**src/hw/rtl/swcef_pkg.sv**
```systemverilog
package swcef_pkg;

  // Field widths
  localparam int unsigned TIME_W   = 32;
  localparam int unsigned CHARGE_W = 24;
  localparam int unsigned SUM_W    = 32;
  localparam int unsigned CFG_IDX_W  = 2;
  localparam int unsigned CFG_DATA_W = 32;

  // Configuration register indexes
  localparam logic [CFG_IDX_W-1:0] CFG_WINDOW_LENGTH    = 2'd0;
  localparam logic [CFG_IDX_W-1:0] CFG_CHARGE_THRESHOLD = 2'd1;
  localparam logic [CFG_IDX_W-1:0] CFG_ALLOW_OVERLAP    = 2'd2;

  // Configuration reset values
  localparam logic [31:0] WINDOW_LENGTH_RST    = 32'd32;
  localparam logic [31:0] CHARGE_THRESHOLD_RST = 32'd1280;
  localparam logic        ALLOW_OVERLAP_RST    = 1'b0;

  typedef enum logic [2:0] {
    ST_IDLE,
    ST_FULL_EVICT,
    ST_WRITE,
    ST_READ,
    ST_CHECK
  } ctrl_state_t;

  // Commands from controller to datapath
  typedef struct packed {
    logic accept;
    logic full_evict;
    logic write_pulse;
    logic evict;
    logic finish;
  } dp_cmd_t;

  // Status from datapath to controller
  typedef struct packed {
    logic ring_full;
    logic evict_due;
  } dp_status_t;

  typedef struct packed {
    logic signed [TIME_W-1:0] event_start;
    logic signed [TIME_W-1:0] event_end;
    logic [SUM_W-1:0]         peak_charge;
    logic signed [TIME_W-1:0] peak_time;
    logic                     event_valid;
    logic                     window_overflow;
    logic                     frame_last;
  } event_result_t;

endpackage

```
**src/hw/rtl/swcef_ctrl.sv**
```systemverilog
module swcef_ctrl (
  input  logic                  clk,
  input  logic                  rst,
  input  logic                  in_valid,
  input  logic                  out_room,
  input  swcef_pkg::dp_status_t status,
  output logic                  in_ready,
  output swcef_pkg::dp_cmd_t    cmd
);

  swcef_pkg::ctrl_state_t state;
  swcef_pkg::ctrl_state_t state_next;

  // state register
  always_ff @(posedge clk) begin
    if (rst) begin
      state <= swcef_pkg::ST_IDLE;
    end else begin
      state <= state_next;
    end
  end

  // sequence one pulse: optional full-ring eviction, store, window trim, event update
  always_comb begin
    state_next = state;
    cmd        = '0;
    in_ready   = 1'b0;
    case (state)
      swcef_pkg::ST_IDLE: begin
        in_ready = out_room;
        if (in_valid && out_room) begin
          cmd.accept = 1'b1;
          state_next = status.ring_full ? swcef_pkg::ST_FULL_EVICT : swcef_pkg::ST_WRITE;
        end
      end
      swcef_pkg::ST_FULL_EVICT: begin
        cmd.full_evict = 1'b1;
        state_next     = swcef_pkg::ST_WRITE;
      end
      swcef_pkg::ST_WRITE: begin
        cmd.write_pulse = 1'b1;
        state_next      = swcef_pkg::ST_READ;
      end
      swcef_pkg::ST_READ: begin
        state_next = swcef_pkg::ST_CHECK;
      end
      swcef_pkg::ST_CHECK: begin
        if (status.evict_due) begin
          cmd.evict = 1'b1;
        end else begin
          cmd.finish = 1'b1;
          state_next = swcef_pkg::ST_IDLE;
        end
      end
      default: begin
        state_next = swcef_pkg::ST_IDLE;
      end
    endcase
  end

endmodule

```
**config.mk**
```make
export PLATFORM = sky130hd
export DESIGN_NAME = swcef_ctrl
export DESIGN_NICKNAME = d
export VERILOG_FILES = /design/src/hw/rtl/swcef_pkg.sv /design/src/hw/rtl/swcef_ctrl.sv
export SDC_FILE = /design/constraint.sdc
export NUM_CORES = 1
export LEC_CHECK = 0
export BUFFER_PORTS_ARGS = -buffer_cell sky130_fd_sc_hd__buf_2
export CORE_AREA = 2 2 39 41
export CTS_BUF_LIST = sky130_fd_sc_hd__clkbuf_16
export DETAILED_ROUTE_END_ITERATION = 16
export DIE_AREA = 0 0 41 43
export GPL_TIMING_DRIVEN = 0
export HOLD_SLACK_MARGIN = 0.05
export MAX_ROUTING_LAYER = met4
export PLACE_DENSITY_LB_ADDON = 0.3
export SYNTH_ARGS = -nofsm -noshare
export SYNTH_HDL_FRONTEND = slang
export SYNTH_SLANG_ARGS = --single-unit
```
**constraint.sdc**
```tcl
create_clock -name clk -period 2 [get_ports clk]
set_input_delay 0.1 -clock clk [delete_from_list [all_inputs] [get_ports clk]]
set_output_delay 0.1 -clock clk [all_outputs]
set_load 0.02 [all_outputs]
```
== After elaboration in Yosys (flattened, before gate mapping) ==
Index checks and enable logic that the tools add are counted.

* Register bits: 3
* Bits of input ports: 6
* Output and inout bits: 6
* Word-level logic and storage cells: 22

* Equal/unequal tests: 6
* Multiplexer cells: 12
* Reduce and logical (&&, ||, !) cells: 3

{| class="wikitable"
|+ Operator list
! kind !! number
|-
| 3-bit case mux with 5 select lines || 1
|-
| 1-bit 2-to-1 mux || 7
|-
| 3-bit by 2-bit == test with 1-bit output (second input constant) || 2
|-
| 3-bit 2-to-1 mux || 2
|-
| 2-bit 2-to-1 mux || 2
|-
| 2-bit != test (second input constant) || 2
|-
| 3-bit by 1-bit == test with 1-bit output (second input constant) || 1
|-
| 3-bit == test (second input constant) || 1
|-
| 3-bit zero test || 1
|-
| 2-bit AND reduction || 1
|-
| 1-bit logical AND || 1
|}

== Depth between registers and ports, before layout ==
* Word-level depth: 3
* Gate-level depth with buffers: 3
* Depth with buffers taken out: 2

== Worst setup path after synthesis ==
No wires, ideal clock.

* Kind: reg-to-output
* Start: reg state[1]
* End: out cmd[4] (netlist bit)
* Arrival time: 1280 ps
* Required time: 1900 ps
* Path slack: 620 ps
* Stages on the path, launching flop included: 4
* Path buffers: 1
* Path through: dfxtp_1 buf_2 nor4b_2 and2_1

{| class="wikitable"
|+ RTL lines
! item !! RTL line !! text
|-
| start, declared || swcef_ctrl.sv:11 || <nowiki>swcef_pkg::ctrl_state_t state;</nowiki>
|-
| start signal, assigned || swcef_ctrl.sv:17 || <nowiki>state <= swcef_pkg::ST_IDLE;</nowiki>
|-
| start signal, assigned || swcef_ctrl.sv:19 || <nowiki>state <= state_next;</nowiki>
|-
| end, declared || swcef_ctrl.sv:8 || <nowiki>output swcef_pkg::dp_cmd_t cmd</nowiki>
|}

==> summary.md <==
| Metric | Value |
|---|---|
| Number of antenna violations at the first check in global routing | 0 |
| Number of buffers added on ports | 11 |
| Starting density of the core | between 10% and 20% |
| FF-to-FF Start | state[2] |
| Critical setup path kind | reg -> out |
| Period Utilization, post-route | 67.5% |
| Root buffer cell | clkbuf_16 |
| Synth-to-layout area growth | 82.9% |
| Post-Route WL | 459 microns |
| Setup repair after global routing missed its margin | no |
| Count of cells along the worst hold path | 2 |
| CTS Hold Buffers Added | 1 |
| Fmax | between 700 and 800 MHz |
| Flip-flop count of the largest register, all copies and words added | 3 |
| Leak pwr | 0.000172 uW |
| Clock Sinks | 3 |
| Sink of the worst hold path | state[1] |
| Placed cell count | 48 |
| Core area | 1380 sq um |
| Pwr Density | 1170 nW/um^2 |
| Count of flip-flops with a built-in enable after synthesis | 0 |
| Number of filler instances in the final layout | 151 |
| Die Height | 43 microns |
| Combinational group share of total power | a little under an eighth |
| Total routing resource utilization after global routing | 6.37% |
| Clock Latency Late Sink | 0.22 ns |
| Drc violations | 0 |
| Worst setup EP type | primary output |
| Most used flip-flop cell after synthesis | dfxtp_1 |
| Register with the highest flop count | state |
| Worst voltage drop across the vdd grid | about 0.40 mV |
| Die Footprint | 1760 sq um |
| Fraction of power consumed by sequential logic | 15.3% |
| Depth of the worst register-to-register path | 2 |
| Total count of max-transition violations in the final report | 0 |
| Cell area after technology mapping | 198 sq um |
| Status | complete, no violations |
| Average footprint of a synthesized cell | 9.41 sq um |
| Largest net degree at the start of global routing | 11 |
| Via count of the first global-routing pass | between 150 and 200 |
| Slew at the pin closest to its max-slew limit | 0.391 ns |
| Minimum setup slack among reg-to-reg paths | ~0.92 ns |
| Sequential fraction of the synthesis area | 30.4% |
| CTS buffer count | 3 |
| Internal power | 342 uW |
| Max-cap check violation count | 0 |
| Count of antenna diodes in the layout | 0 |
| Cells resized by post-CTS repair | 0 |
| Net Count, Synth | 27 |
| Width of the die | 41 microns |
| Post CTS Setup Buffer Count | 0 |
| Post-route core utilization | 26.1% |
| Mean number of vias per cell | 3.92 |
| Reg clk slew, reported paths | approximately 0.03 ns |
| Layout cell share with drive strength beyond 1 | 51.4% |
| Netlist cell types | 14 |
| Biggest area contributors in the synthesized netlist | dfxtp_1, nor4b_2, a2111oi_2 |
| Total count of hold-check failures in the final report | 0 |
| Initial DRC count | 1 |
| Final min period | 1.35 ns |
| Clock network power share | 72.8% |
| Remaining number of nets flagged by the antenna check after routing | 0 |
| Crit Path Max Fanout | 10 |
| Synth top area share | 30.4% |
| Count of final setup violators | 0 |
| FFs w/ async S/R, synth | 0% |
| Required time worst endpoint | approximately 1.9 ns |
| Max Root-Sink Buffers | 2 |
| Net switching power | between 70 and 80 uW |
| Worst hold start | status[1] |
| Total of warnings raised by yosys | 0 |
| Number of instances in the synthesized netlist | 21 |
| Boundary Pins | 12 |
| Largest registers in the final layout | state (3) |
| Number of detailed-route iterations in the first pass | 4 |
| Rel. slew slack | 73.8% |
| Post-layout nets | 44 |
| Number of vias after detailed routing | between 200 and 250 |
| Average wire per standard cell | 8.66 microns |
| Most common cell in the synthesized netlist | dfxtp_1 |
| Launching element type of the critical path | flop |
| Combined area of the multi-input logic cells | 124 sq um |
| Final HPWL from detailed placement | 323 microns |
| Placer's final routability congestion estimate | about 0.61 |
| Worst Hold Slack | ~0.087 ns |
| CTS tree | yes |
| FF+latch area | 60.1 sq um |
| Wire length of the first global-routing pass | 710 microns |
| Number of placement rows | 14 |
| FF-to-FF End | state[1] |
| H-Tree Depth | 1 |
| Clock Skews | between 0.001 and 0.0015 ns |
| WP data arrival | ~1.3 ns |
| Sum Neg Setup Slack | 0 ns |
| Library cell occupying the most area in the post-synthesis netlist | dfxtp_1 |
| Register bit count reported by yosys | 3 |
| Switching power share of the total | 18.9% |
| Final standard cell count with taps included and fillers excluded | 53 |
| Grt total ovfl | 0 |
| Min-Delay Path Class | in -> reg |
-- worst max-delay path, stage by stage, from the launching register on --
cell and delay [ns]:
dfxtp_1 0.28, buf_2 0.17, nor4b_2 0.27, and2_1 0.15
buf_2 0.15
-- how the worst max path moves through the flow --
stage                         to  depth (start not counted)  slack (ns)     start
after floorplan           cmd[4]                          3        0.62  state[1]
after global placement    cmd[4]                          4        0.88  state[1]
after detailed placement  cmd[4]                          4        0.87  state[1]
after CTS                 cmd[4]                          4        0.64  state[1]
after global routing      cmd[4]                          4        0.59  state[1]
final                     cmd[4]                          4        0.65  state[1]
-- cell type report --
| class | count | share of cell area, % |
|---|---|---|
| multi-input cells | 15 | 34.3 |
| clock buffers | 3 | 20.8 |
| repair buffers | 12 | 18.0 |
| flip-flops and latches | 3 | 16.6 |
| well taps | 16 | 5.54 |
| plain buffers | 2 | 2.77 |
| clock inverters | 1 | 1.04 |
| inverters | 1 | 1.04 |
-- cell usage in the layout (no fill, tap or decap), drive strengths merged --
cell          n
or2           1
a211oi        1
nand3b        1
nor3b         2
and2          2
inv           2
clkbuf        3
nor4b         2
nor2          2
buf          13
a21oi         1
dfxtp         3
a2111oi       1
dlygate4sd3   1
nor4          1
nand4bb       1
-- per-layer routing --
metal	wire [microns]	track usage (%)	vias up
met5	0	-	-
met4	0	4.00	0
met3	64	3.14	0
met2	163	6.88	13
met1	231	8.97	85
li1	-	-	110
-- cells by family (layout without fill, tap and decap cells) --
kind of cell	after synthesis	after routing	share of synthesized area [%]
and+or+nand+nor	12	12	48.7
buffers and inverters	3	19	6.96
DFF	3	3	30.4
AOI/OAI and AO/OA	3	3	13.9
-- metrics by stage --
| stage | power, uW | setup slack (ns) | area [sq um] |
|---|---|---|---|
| floorplan | 98.6 | 0.620 | 198 |
| global placement | 115 | 0.881 | 273 |
| detailed placement | 114 | 0.874 | 273 |
| CTS | 429 | 0.638 | 362 |
| global route | 443 | 0.586 | 362 |
| finish | 422 | 0.650 | 362 |
-- power by group through the flow --
stage | Clock, uW | Sequential, uW | Combinational, uW
3_3_place_gp | 0 | 65.2 | 49.7
5_1_grt | 323 | 64.7 | 55.3
4_1_cts | 313 | 64.4 | 51.0
6_report | 308 | 64.5 | 50.2
2_1_floorplan | 0 | 65.0 | 33.6
3_5_place_dp | 0 | 65.2 | 49.1
No activity file was read; power rests on OpenSTA's default activity.
