## config.mk

```make
export PLATFORM = sky130hd
export DESIGN_NAME = swcef_out_queue
export DESIGN_NICKNAME = d
export VERILOG_FILES = /design/src/hw/rtl/swcef_pkg.sv /design/src/hw/rtl/swcef_out_queue.sv
export SDC_FILE = /design/constraint.sdc
export NUM_CORES = 1
export LEC_CHECK = 0
export ABC_CLOCK_PERIOD_IN_PS = 10300
export BUFFER_PORTS_ARGS = -buffer_cell sky130_fd_sc_hd__buf_2
export CORE_AREA = 2 2 226 228
export CTS_CLUSTER_SIZE = 8
export DETAILED_ROUTE_END_ITERATION = 8
export DIE_AREA = 0 0 228 230
export PLACE_DENSITY_LB_ADDON = 0.08
export SLEW_MARGIN = 30
export SYNTH_ARGS = -nofsm -noshare
export SYNTH_HDL_FRONTEND = slang
export SYNTH_SLANG_ARGS = --single-unit
```

## constraint.sdc

```tcl
create_clock -name clk -period 10.3 [get_ports clk]
set_input_delay 0.515 -clock clk [delete_from_list [all_inputs] [get_ports clk]]
set_output_delay 0.515 -clock clk [all_outputs]
set_load 0.02 [all_outputs]
```

## src/hw/rtl/swcef_pkg.sv

```systemverilog
package swcef_pkg;

  // Field widths
  localparam int unsigned TIME_W   = 32;
  localparam int unsigned CHARGE_W = 24;
  localparam int unsigned SUM_W    = 32;
  localparam int unsigned CFG_IDX_W  = 2;
  localparam int unsigned CFG_DATA_W = 32;

  // Configuration register indexes
  localparam logic [CFG_IDX_W-1:0] CFG_WINDOW_LENGTH    = 2'd0;
  localparam logic [CFG_IDX_W-1:0] CFG_CHARGE_THRESHOLD = 2'd1;
  localparam logic [CFG_IDX_W-1:0] CFG_ALLOW_OVERLAP    = 2'd2;

  // Configuration reset values
  localparam logic [31:0] WINDOW_LENGTH_RST    = 32'd32;
  localparam logic [31:0] CHARGE_THRESHOLD_RST = 32'd1280;
  localparam logic        ALLOW_OVERLAP_RST    = 1'b0;

  typedef enum logic [2:0] {
    ST_IDLE,
    ST_FULL_EVICT,
    ST_WRITE,
    ST_READ,
    ST_CHECK
  } ctrl_state_t;

  // Commands from controller to datapath
  typedef struct packed {
    logic accept;
    logic full_evict;
    logic write_pulse;
    logic evict;
    logic finish;
  } dp_cmd_t;

  // Status from datapath to controller
  typedef struct packed {
    logic ring_full;
    logic evict_due;
  } dp_status_t;

  typedef struct packed {
    logic signed [TIME_W-1:0] event_start;
    logic signed [TIME_W-1:0] event_end;
    logic [SUM_W-1:0]         peak_charge;
    logic signed [TIME_W-1:0] peak_time;
    logic                     event_valid;
    logic                     window_overflow;
    logic                     frame_last;
  } event_result_t;

endpackage

```

## src/hw/rtl/swcef_out_queue.sv

```systemverilog
module swcef_out_queue (
  input  logic                     clk,
  input  logic                     rst,
  input  logic                     push0,
  input  logic                     push1,
  input  swcef_pkg::event_result_t data0,
  input  swcef_pkg::event_result_t data1,
  output logic                     room,
  output logic                     out_valid,
  input  logic                     out_ready,
  output swcef_pkg::event_result_t out_data
);

  localparam int unsigned DEPTH = 4;
  localparam int unsigned PW    = $clog2(DEPTH);
  localparam int unsigned CW    = $clog2(DEPTH + 1);

  swcef_pkg::event_result_t entries [DEPTH];
  logic [PW-1:0] wr_ptr;
  logic [PW-1:0] rd_ptr;
  logic [CW-1:0] cnt;
  logic          pop;

  assign pop       = out_valid && out_ready;
  assign out_valid = (cnt != '0);
  assign out_data  = entries[rd_ptr];
  // room for the two words a single pulse may produce
  assign room      = (cnt <= CW'(DEPTH - 2));

  // hold the words
  always_ff @(posedge clk) begin
    if (push0) begin
      entries[wr_ptr] <= data0;
    end
    if (push1) begin
      entries[wr_ptr + PW'(1)] <= data1;
    end
  end

  // advance pointers and fill count
  always_ff @(posedge clk) begin
    if (rst) begin
      wr_ptr <= '0;
      rd_ptr <= '0;
      cnt    <= '0;
    end else begin
      wr_ptr <= wr_ptr + PW'(push0) + PW'(push1);
      if (pop) begin
        rd_ptr <= rd_ptr + PW'(1);
      end
      cnt <= cnt + CW'(push0) + CW'(push1) - CW'(pop);
    end
  end

endmodule

```

Word-level counts from Yosys, hierarchy flattened. Memory sizes are Yosys's and may differ from the RTL's. A register that Yosys moved wholly into a read port is not among the register bits. Index checks and enable logic that the tools add are counted.

Register bits after elaboration: 7. RAM bits: 524. Input bits: 267. Logic and storage cells: 20. Memories: 1.

Memory list: entries (words 4, bits a word 131, rd ports 1, clocked after memory_dff 1, wr ports 2, line swcef_out_queue.sv:18) `swcef_pkg::event_result_t entries [DEPTH];`.

$add $sub $neg: 7. Magnitude comparators: 1. Mux-type cells: 6. Reductions and logical operators: 2.

Operators with widths (count): $add A3 B1 Y3 (2); $add A2 B1 Y2 (2); $add A2 B1 Y2 const B (2); $mux W1 (4); $mux W2 (2); $le A3 B2 Y1 const B (1); $reduce_bool A3 Y1 (1); $sub A3 B1 Y3 (1); $logic_and A1 B1 Y1 (1).

Longest topological paths before layout. Gate-level depths: netlist of the first run.

Word-level depth: 4. Depth in mapped cells: 8.

Least setup slack after synthesis of the first run. Ideal clock, no wire load.

Kind: register to register. From: reg wr_ptr[0]. To: mem entries[2][0] (netlist name), enable pin. Library setup time: 0.802 ns. Arrival: 9.769 ns. Data required time: 9.498 ns. Slack: -0.271 ns. Stages on the path, launching flop included: 4. Clock period less this slack: 10.571 ns. Cell sequence: dfxtp_1 > buf_2 > nand2b_1 > o21ai_0.

RTL lines: start, declared (line swcef_out_queue.sv:19) `logic [PW-1:0] wr_ptr;`; start signal, assigned (line swcef_out_queue.sv:47) `wr_ptr <= wr_ptr + PW'(push0) + PW'(push1);`; end, declared (line swcef_out_queue.sv:18).

==> flow_summary_export.csv, run 1 <==
group,metric,value,unit
power,gate_power_share,25.1,%
setup_path,critical_path.max_stage_delay,0.73,ns
clocking,clock-sinks,533,
synth,synth_top_cells_by_area,"edfxtp_1, mux2_2, mux4_2",
drt,drt_pre_antenna_iters,5,
floorplanning,dieWidth,228,um
clocking,cts_setup_buffers,0,
synth,synth-warning-count,0,
setup_path,crit_chain,"buf_4 -> buf_4 -> mux4_2 -> buf_2",
placed_design,dpl.cell_count,2325,
hold_path,hold_class,"in -> reg",
power,worst_ir_drop_vdd,0.1865,mV
layout,fillCellCount,3812,
layout,num-nets-final,2004,
sta,max_clock_freq,0.2425,GHz
drt,ant_nets,0,
power,power.switching_fraction,28.61,%
synth,syn-num-nets,1589,
placed_design,placedInstanceArea,28250,um2
synth,netlist_instances,1317,
sta,timing.final.crit_period,4.125,ns
drt,drt-initial-drc-count,817,
floorplanning,die_area,52440,um2
floorplanning,fp-row-count,82,
setup_path,cell_at_the_slowest_stage_of_the_critical_path,"buf_4",
floorplanning,initial_core_util,51.47,%
power,power.net_switching,1931,uW
global_route,pin_count_of_the_biggest_net_entering_global_routing,64,
power,power.share.clock,33.0,%
sta,min_period_over_period,40.04,%
global_route,grt_pass1_vias,15050,
clocking,clock_tree.root_cell,"clkbuf_16",
clocking,clk_pin_slew_worst_paths,0.05,ns
clocking,max-clock-path-buffers,3,
layout,final-instance-count-excl-fill,2450,
synth,synth.yosys.seq_area_share,62.01,%
synth,postSynthAreaPerCell,19.49,um2
sta,rsz0062_at_grt,"no",
job,drv.max_cap_violation_count,0,
clocking,cts_hold_repair.buffers,0,
clocking,clock_latency_on_the_worst_skew_pair,0.59,ns
placed_design,portBuffers,399,
synth,post_synthesis_sequential_element_count,533,
setup_path,critical_path.reg2reg.startpoint,"wr_ptr[1]",
drt,dr_drc_count,0,
sta,hold_viol_final,0,
sta,slew_violations,0,
clocking,cts_buffers,76,
layout,share_of_final_layout_standard_cells_stronger_than_drive_strength_1,62.03,%
synth,synthesis.area,25670,um2
layout,synth_to_final_area_change,18.52,%
sta,setup_viol,0,
synth,yosys.cell_types.count,27,
setup_path,worst-r2r-setup-slack,6.56,ns
placed_design,dp_hpwl,38060,um
sta,finalSetupTns,0,ns
sta,relSlewSlack,35.26,%
synth,synth_largest_type_area_fraction,61.31,%
drt,routed_wire_length_per_instance,25.33,um
clocking,cts_max_level,3,
power,total_leakage_power,0.01078,uW
synth,post_synthesis_cell_type_with_the_largest_combined_area,"edfxtp_1",
power,intPower,4817,uW
sta,worst_slew_pin_slew,0.9711,ns
setup_path,cp.required,9.79,ns
setup_path,critical_path_arrival,3.61,ns
global_route,grt_overflow,0,
layout,final-seq-area,15920,um2
global_route,antenna_violations_before_repair,38,
setup_path,critPathKind,"reg -> out",
sta,clock-skew-final,0.01497,ns
clocking,cts_repair_resized_insts,0,
hold_path,hp-start,"rst",
floorplanning,top_level_ports,400,
drt,route.detailed.vias_per_inst,5.712,
power,sequentialPowerShare,41.9,%
setup_path,setup.worst_path.end_class,"output port",
power,power_per_cell_area,221.8,nW/um2
global_route,wire_length_of_the_first_global_routing_pass,92870,um
layout,multi_input_area,9214,um2
placed_design,gp_routability_congestion,0.8075,
floorplanning,fp.dieH,230,um
setup_path,crit_path_max_fanout,38,
floorplanning,core_region_area,49860,um2
drt,via_count,14000,
setup_path,worst_r2r_path_depth,4,
hold_path,timing.hold.worst_path_depth,2,
setup_path,r2r-end,"entries[2][35]",
hold_path,worst_hold_path.endpoint,"wr_ptr[1]",
status,status,"finished, final reports clean",
setup_path,most_frequent_cell_on_critical_path,"buf_4",
clocking,clock_tree_from_tritoncts,"done",
setup_path,crit_path_launch_type,"register",
drt,route.final.wire_length,62050,um
global_route,track_usage,23.72,%
layout,finish.instance_area,30420,um2
## area by class of cell
cell class              instances  area share (%)
diodes                         24          0.1974
clock buffers                  94           6.614
clock inverters                 6          0.1851
inverters                       6         0.07403
multi-input cells             689           30.29
flip-flops and latches        533           52.34
well taps                     672           2.764
repair buffers                426           7.535
## worst max-delay path by stage
stage,depth (start not counted),endpoint,start
after detailed placement,5,entries[2][37],push1
after floorplan,3,entries[2][0],wr_ptr[0]
after global routing,4,out_data[55],register
after CTS,4,out_data[56],register
after global placement,5,entries[2][37],push1
final,4,out_data[56],register
## state kept, by name, indices dropped and copies added (netlist names), named ones only
name	cells
cnt	3
wr_ptr	2
rd_ptr	2
entries	524
## through the flow
| step | hold WS, ns | utilization (%) | worst slack, ns | power, uW |
|---|---|---|---|---|
| detailed placement | 0.5639 | 56.66 | 6.396 | 4582 |
| floorplan | 0.5383 | - | -0.2711 | 4093 |
| global placement | 0.5462 | 56.48 | 6.430 | 4556 |
| CTS | 0.1725 | 60.81 | 5.995 | 6822 |
| finish | 0.2111 | 61.01 | 6.175 | 6747 |
| global route | 0.2005 | 60.97 | 5.820 | 7030 |
## Yosys cell counts
cell type and number:
edfxtp_1 524, mux2_2 437, mux4_2 131, mux2_1 90, buf_2 45, buf_4 30, buf_6 9, dfxtp_1 9
nor2_1 7, inv_1 6, nor2b_1 5, clkbuf_1 4, fa_1 3, ha_1 2, nand3b_4 2, o21ai_0 2
a21o_1 1, buf_1 1, mux2i_1 1, nand2_1 1, nand2b_1 1, nand3_1 1, nor3b_2 1, o311ai_0 1
o31a_1 1, xnor2_1 1, xor2_1 1
## power groups by stage
| stage | combinational [uW] | sequential, uW | clock, uW |
|---|---|---|---|
| floorplan | 1210 | 2890 | 0 |
| global placement | 1700 | 2860 | 0 |
| finish | 1700 | 2820 | 2230 |
| detailed placement | 1710 | 2870 | 0 |
| CTS | 1720 | 2830 | 2270 |
| global route | 1810 | 2850 | 2370 |
## cells by family (layout without fill, tap and decap cells)
logic type	count (synthesis)	count (layout)	share of synthesized area, %
multiplexers	659	659	34.66
flip-flops	533	533	62.01
buffers and inverters	95	532	2.311
AND/OR/NAND/NOR	18	18	0.4875
adder cells (fa/ha/maj)	5	5	0.3315
AO/OA/AOI/OAI	5	5	0.1365
XOR/XNOR	2	2	0.06826
other	0	24	0
## per-layer routing
| layer | track usage (%) | part of all wire [%] | up-vias |
|---|---|---|---|
| met5 | 0 | 0.31 | - |
| met4 | 9.232 | 2.2 | 30 |
| met3 | 7.688 | 7.7 | 111 |
| met2 | 38.71 | 50 | 386 |
| met1 | 29.55 | 40 | 7168 |
| li1 | - | - | 6300 |
## worst max-delay path, delay by kind of cell (launching register included)
family / cells / cell delay (ns)
buffers and inverters: 3 / 1.64
DFF: 1 / 0.68
muxes: 1 / 0.60
## cell usage in the layout (no fill, tap or decap)
master / count
nand2_1: 1
inv_6: 4
nand2b_1: 1
buf_4: 18
mux2i_1: 1
nand3_4: 1
nor3b_4: 1
o311ai_0: 1
o31a_1: 1
mux2_2: 437
buf_16: 2
xor2_1: 1
buf_2: 399
nor2b_1: 5
ha_1: 2
nand3b_4: 2
nor2_4: 2
a21o_1: 1
clkbuf_16: 78
dfxtp_1: 7
nor2_1: 5
dfxtp_4: 2
clkinv_8: 1
mux4_2: 131
clkbuf_1: 16
edfxtp_1: 524
buf_12: 3
xnor2_1: 1
o21ai_4: 2
clkinv_2: 1
diode_2: 24
fa_1: 3
inv_1: 6
buf_6: 4
mux2_1: 90
No activity file was read; power rests on OpenSTA's default activity.
==> inputs of run 2 (changes only) <==
--- a/config.mk
+++ b/config.mk
@@ -5,12 +5,13 @@
 export SDC_FILE = /design/constraint.sdc
 export NUM_CORES = 1
 export LEC_CHECK = 0
-export ABC_CLOCK_PERIOD_IN_PS = 10300
+export ABC_AREA = 1
+export ABC_CLOCK_PERIOD_IN_PS = 3900
 export BUFFER_PORTS_ARGS = -buffer_cell sky130_fd_sc_hd__buf_2
-export CORE_AREA = 2 2 226 228
+export CORE_AREA = 2 2 215 217
 export CTS_CLUSTER_SIZE = 8
 export DETAILED_ROUTE_END_ITERATION = 8
-export DIE_AREA = 0 0 228 230
+export DIE_AREA = 0 0 217 219
 export PLACE_DENSITY_LB_ADDON = 0.08
 export SLEW_MARGIN = 30
 export SYNTH_ARGS = -nofsm -noshare
==> constraint.sdc (replaced) <==
create_clock -name clk -period 3.9 [get_ports clk]
set_input_delay 0.195 -clock clk [delete_from_list [all_inputs] [get_ports clk]]
set_output_delay 0.195 -clock clk [all_outputs]
set_load 0.02 [all_outputs]
==> run 2 against run 1 <==
Against the previous run:
- register-to-register slack got worse by 5.6 ns
- die area fell by 9.4%
- synthesized cell count increased by 99%
- worst hold slack lost 0.19 ns
- sequential power rose to 2.7 times the previous value
- non-clock buffer count is 356 higher
- core utilization is 13 points higher
- first-iteration DRC count rose by 140%
- wire length increased by 23%
- area after synthesis grew 1.5%
- setup slack worse by 5.3 ns
- largest cell class unchanged
==> flow_summary_export.csv, run 2 <==
group,metric,value,unit
status,status,"finished, final reports clean",
synth,post_synthesis_cell_type_with_the_largest_combined_area,"edfxtp_1",
sta,setup_viol,0,
hold_path,timing.hold.worst_path_depth,3,
power,worst_ir_drop_vdd,0.4109,mV
clocking,clk_pin_slew_worst_paths,0.05,ns
power,total_leakage_power,0.01380,uW
layout,share_of_final_layout_standard_cells_stronger_than_drive_strength_1,17.76,%
global_route,wire_length_of_the_first_global_routing_pass,117700,um
clocking,cts_hold_repair.buffers,355,
clocking,cts_max_level,3,
drt,drt_pre_antenna_iters,5,
power,power_per_cell_area,562.9,nW/um2
placed_design,gp_routability_congestion,0.8189,
placed_design,dp_hpwl,39960,um
clocking,cts_repair_resized_insts,0,
sta,finalSetupTns,0,ns
clocking,cts_buffers,76,
placed_design,portBuffers,399,
setup_path,critical_path_arrival,3.31,ns
layout,final-seq-area,15930,um2
sta,hold_viol_final,0,
layout,final-instance-count-excl-fill,3895,
synth,synth.most_common_cell,"o21ai_0",
setup_path,worst_r2r_path_depth,6,
synth,netlist_instances,2619,
clocking,clock_tree_from_tritoncts,"done",
setup_path,setup.worst_path.end_class,"register",
synth,synth_enable_flop_cells,524,
setup_path,worst-r2r-setup-slack,0.92,ns
clocking,clock_latency_on_the_worst_skew_pair,0.59,ns
layout,num-nets-final,3550,
layout,top_register,"entries",
global_route,track_usage,31.79,%
sta,timing.hold.ws,0.01674,ns
sta,rsz0062_at_grt,"no",
setup_path,cp.required,4.23,ns
synth,synth_top_cells_by_area,"edfxtp_1, o21ai_0, nand2_1",
synth,postSynth.asyncResetShare,0,%
layout,flip_flop_count_of_the_largest_register_all_copies_and_words_added,524,
drt,via_count,22490,
layout,finish.instance_area,33520,um2
clocking,cts_setup_buffers,0,
drt,drt-initial-drc-count,1980,
global_route,grt_overflow,0,
synth,synth.yosys.seq_area_share,61.09,%
sta,min_period_over_period,76.46,%
layout,biggestRegsByFlops,"entries (524), cnt (3)",
drt,dr_drc_count,0,
sta,slew_violations,0,
hold_path,hold_class,"in -> reg",
synth,post_synthesis_sequential_element_count,533,
floorplanning,fp.dieH,219,um
synth,dominantRegCellSynth,"edfxtp_1",
synth,postSynthAreaPerCell,9.947,um2
layout,fillCellCount,3191,
synth,synthesis.area,26050,um2
floorplanning,initial_core_util,57.78,%
layout,final_cell_mix,"o21ai_0, nand2_1, edfxtp_1",
clocking,clock_tree.root_cell,"clkbuf_16",
synth,synth_largest_type_area_fraction,60.40,%
setup_path,critical_path.reg2reg.startpoint,"wr_ptr[0]",
floorplanning,die_area,47520,um2
floorplanning,core_region_area,45090,um2
global_route,pin_count_of_the_biggest_net_entering_global_routing,212,
synth,syn-num-nets,2891,
sta,worst_slew_pin_slew,1.143,ns
placed_design,placedInstanceArea,27860,um2
floorplanning,fp-row-count,78,
sta,max_clock_freq,0.3353,GHz
global_route,antenna_violations_before_repair,8,
job,drv.max_cap_violation_count,0,
drt,route.final.wire_length,76140,um
hold_path,worst_hold_path.endpoint,"entries[3][100]",
setup_path,crit_path_max_fanout,111,
sta,relSlewSlack,23.80,%
synth,synth_commonest_cells,"o21ai_0, nand2_1, edfxtp_1",
clocking,clock-sinks,533,
hold_path,hp-start,"data1[100]",
setup_path,crit_path_launch_type,"register",
global_route,grt_pass1_vias,22510,
setup_path,r2r-end,"entries[0][127]",
synth,yosys.cell_types.count,29,
floorplanning,dieWidth,217,um
sta,timing.final.crit_period,2.982,ns
placed_design,dpl.cell_count,3443,
sta,clock-skew-final,0.008351,ns
drt,route.detailed.vias_per_inst,5.775,
layout,leading_cell_type_in_the_layout_fill_and_taps_excluded,"o21ai_0",
layout,multi_input_area,8273,um2
synth,synth-warning-count,0,
layout,synth_to_final_area_change,28.67,%
floorplanning,top_level_ports,400,
drt,routed_wire_length_per_instance,19.55,um
clocking,max-clock-path-buffers,3,
drt,ant_nets,0,
setup_path,critPathKind,"reg -> reg",
-- run 2: layout make-up --
class | instances | share of cell area [%]
sequential | 533 | 47.52
multi-input combinational | 1739 | 24.68
timing repair buffer | 782 | 17.70
clock buffer | 87 | 6.114
tap | 600 | 2.240
inverter | 146 | 1.672
antenna | 7 | 0.05226
clock inverter | 1 | 0.01493
-- run 2: power by group --
| group | switching [uW] | internal (uW) |
|---|---|---|
| Combinational | 3790 | 1690 |
| Clock | 2280 | 3630 |
| Sequential | 179 | 7300 |
| Total | 6250 | 12600 |
-- run 2: logic make-up after synthesis --
| logic type | share of synthesized area (%) |
|---|---|
| AND/OR/NAND/NOR | 11.74 |
| adder cells (fa/ha/maj) | 0.3266 |
| AO/OA/AOI/OAI | 19.26 |
| XOR/XNOR | 0.06725 |
| flip-flops | 61.09 |
| buffers and inverters | 7.516 |
-- run 2: worst max path at each step --
stage / slack, ns / depth (start not counted) / startpoint / end
2_1_floorplan: -0.34 / 2 / wr_ptr[1] / entries[3][0]
3_3_place_gp: 1.51 / 4 / wr_ptr[1] / entries[1][53]
3_5_place_dp: 1.44 / 4 / wr_ptr[1] / entries[1][79]
4_1_cts: 1.03 / 5 / wr_ptr[0] / entries[0][127]
5_1_grt: 0.69 / 6 / wr_ptr[0] / entries[0][127]
6_report: 0.92 / 6 / wr_ptr[0] / entries[0][127]
-- run 2: metrics by stage --
stage | total power, uW | worst slack (ns) | util [%]
2_1_floorplan | 10910 | -0.3377 | -
6_report | 18870 | 0.9179 | 74.35
5_1_grt | 19680 | 0.6926 | 74.35
4_1_cts | 18850 | 1.027 | 74.22
3_3_place_gp | 12470 | 1.507 | 61.78
3_5_place_dp | 12600 | 1.440 | 61.78
-- run 2: per-layer routing --
layer	vias up	track usage, %	share of wire (%)
li1	10510	-	-
met1	10680	39.01	37
met2	1123	54.00	50
met3	178	6.334	9.1
met4	2	15.50	3.8
met5	-	0	0.017
-- run 2: worst max-delay path, stage by stage, from the launching register on --
cell	delay (ns)
dfxtp_4	0.39
nand3_4	0.13
buf_12	0.37
buf_16	0.35
buf_4	0.60
o21ai_0	0.13
dlygate4sd3_1	0.60
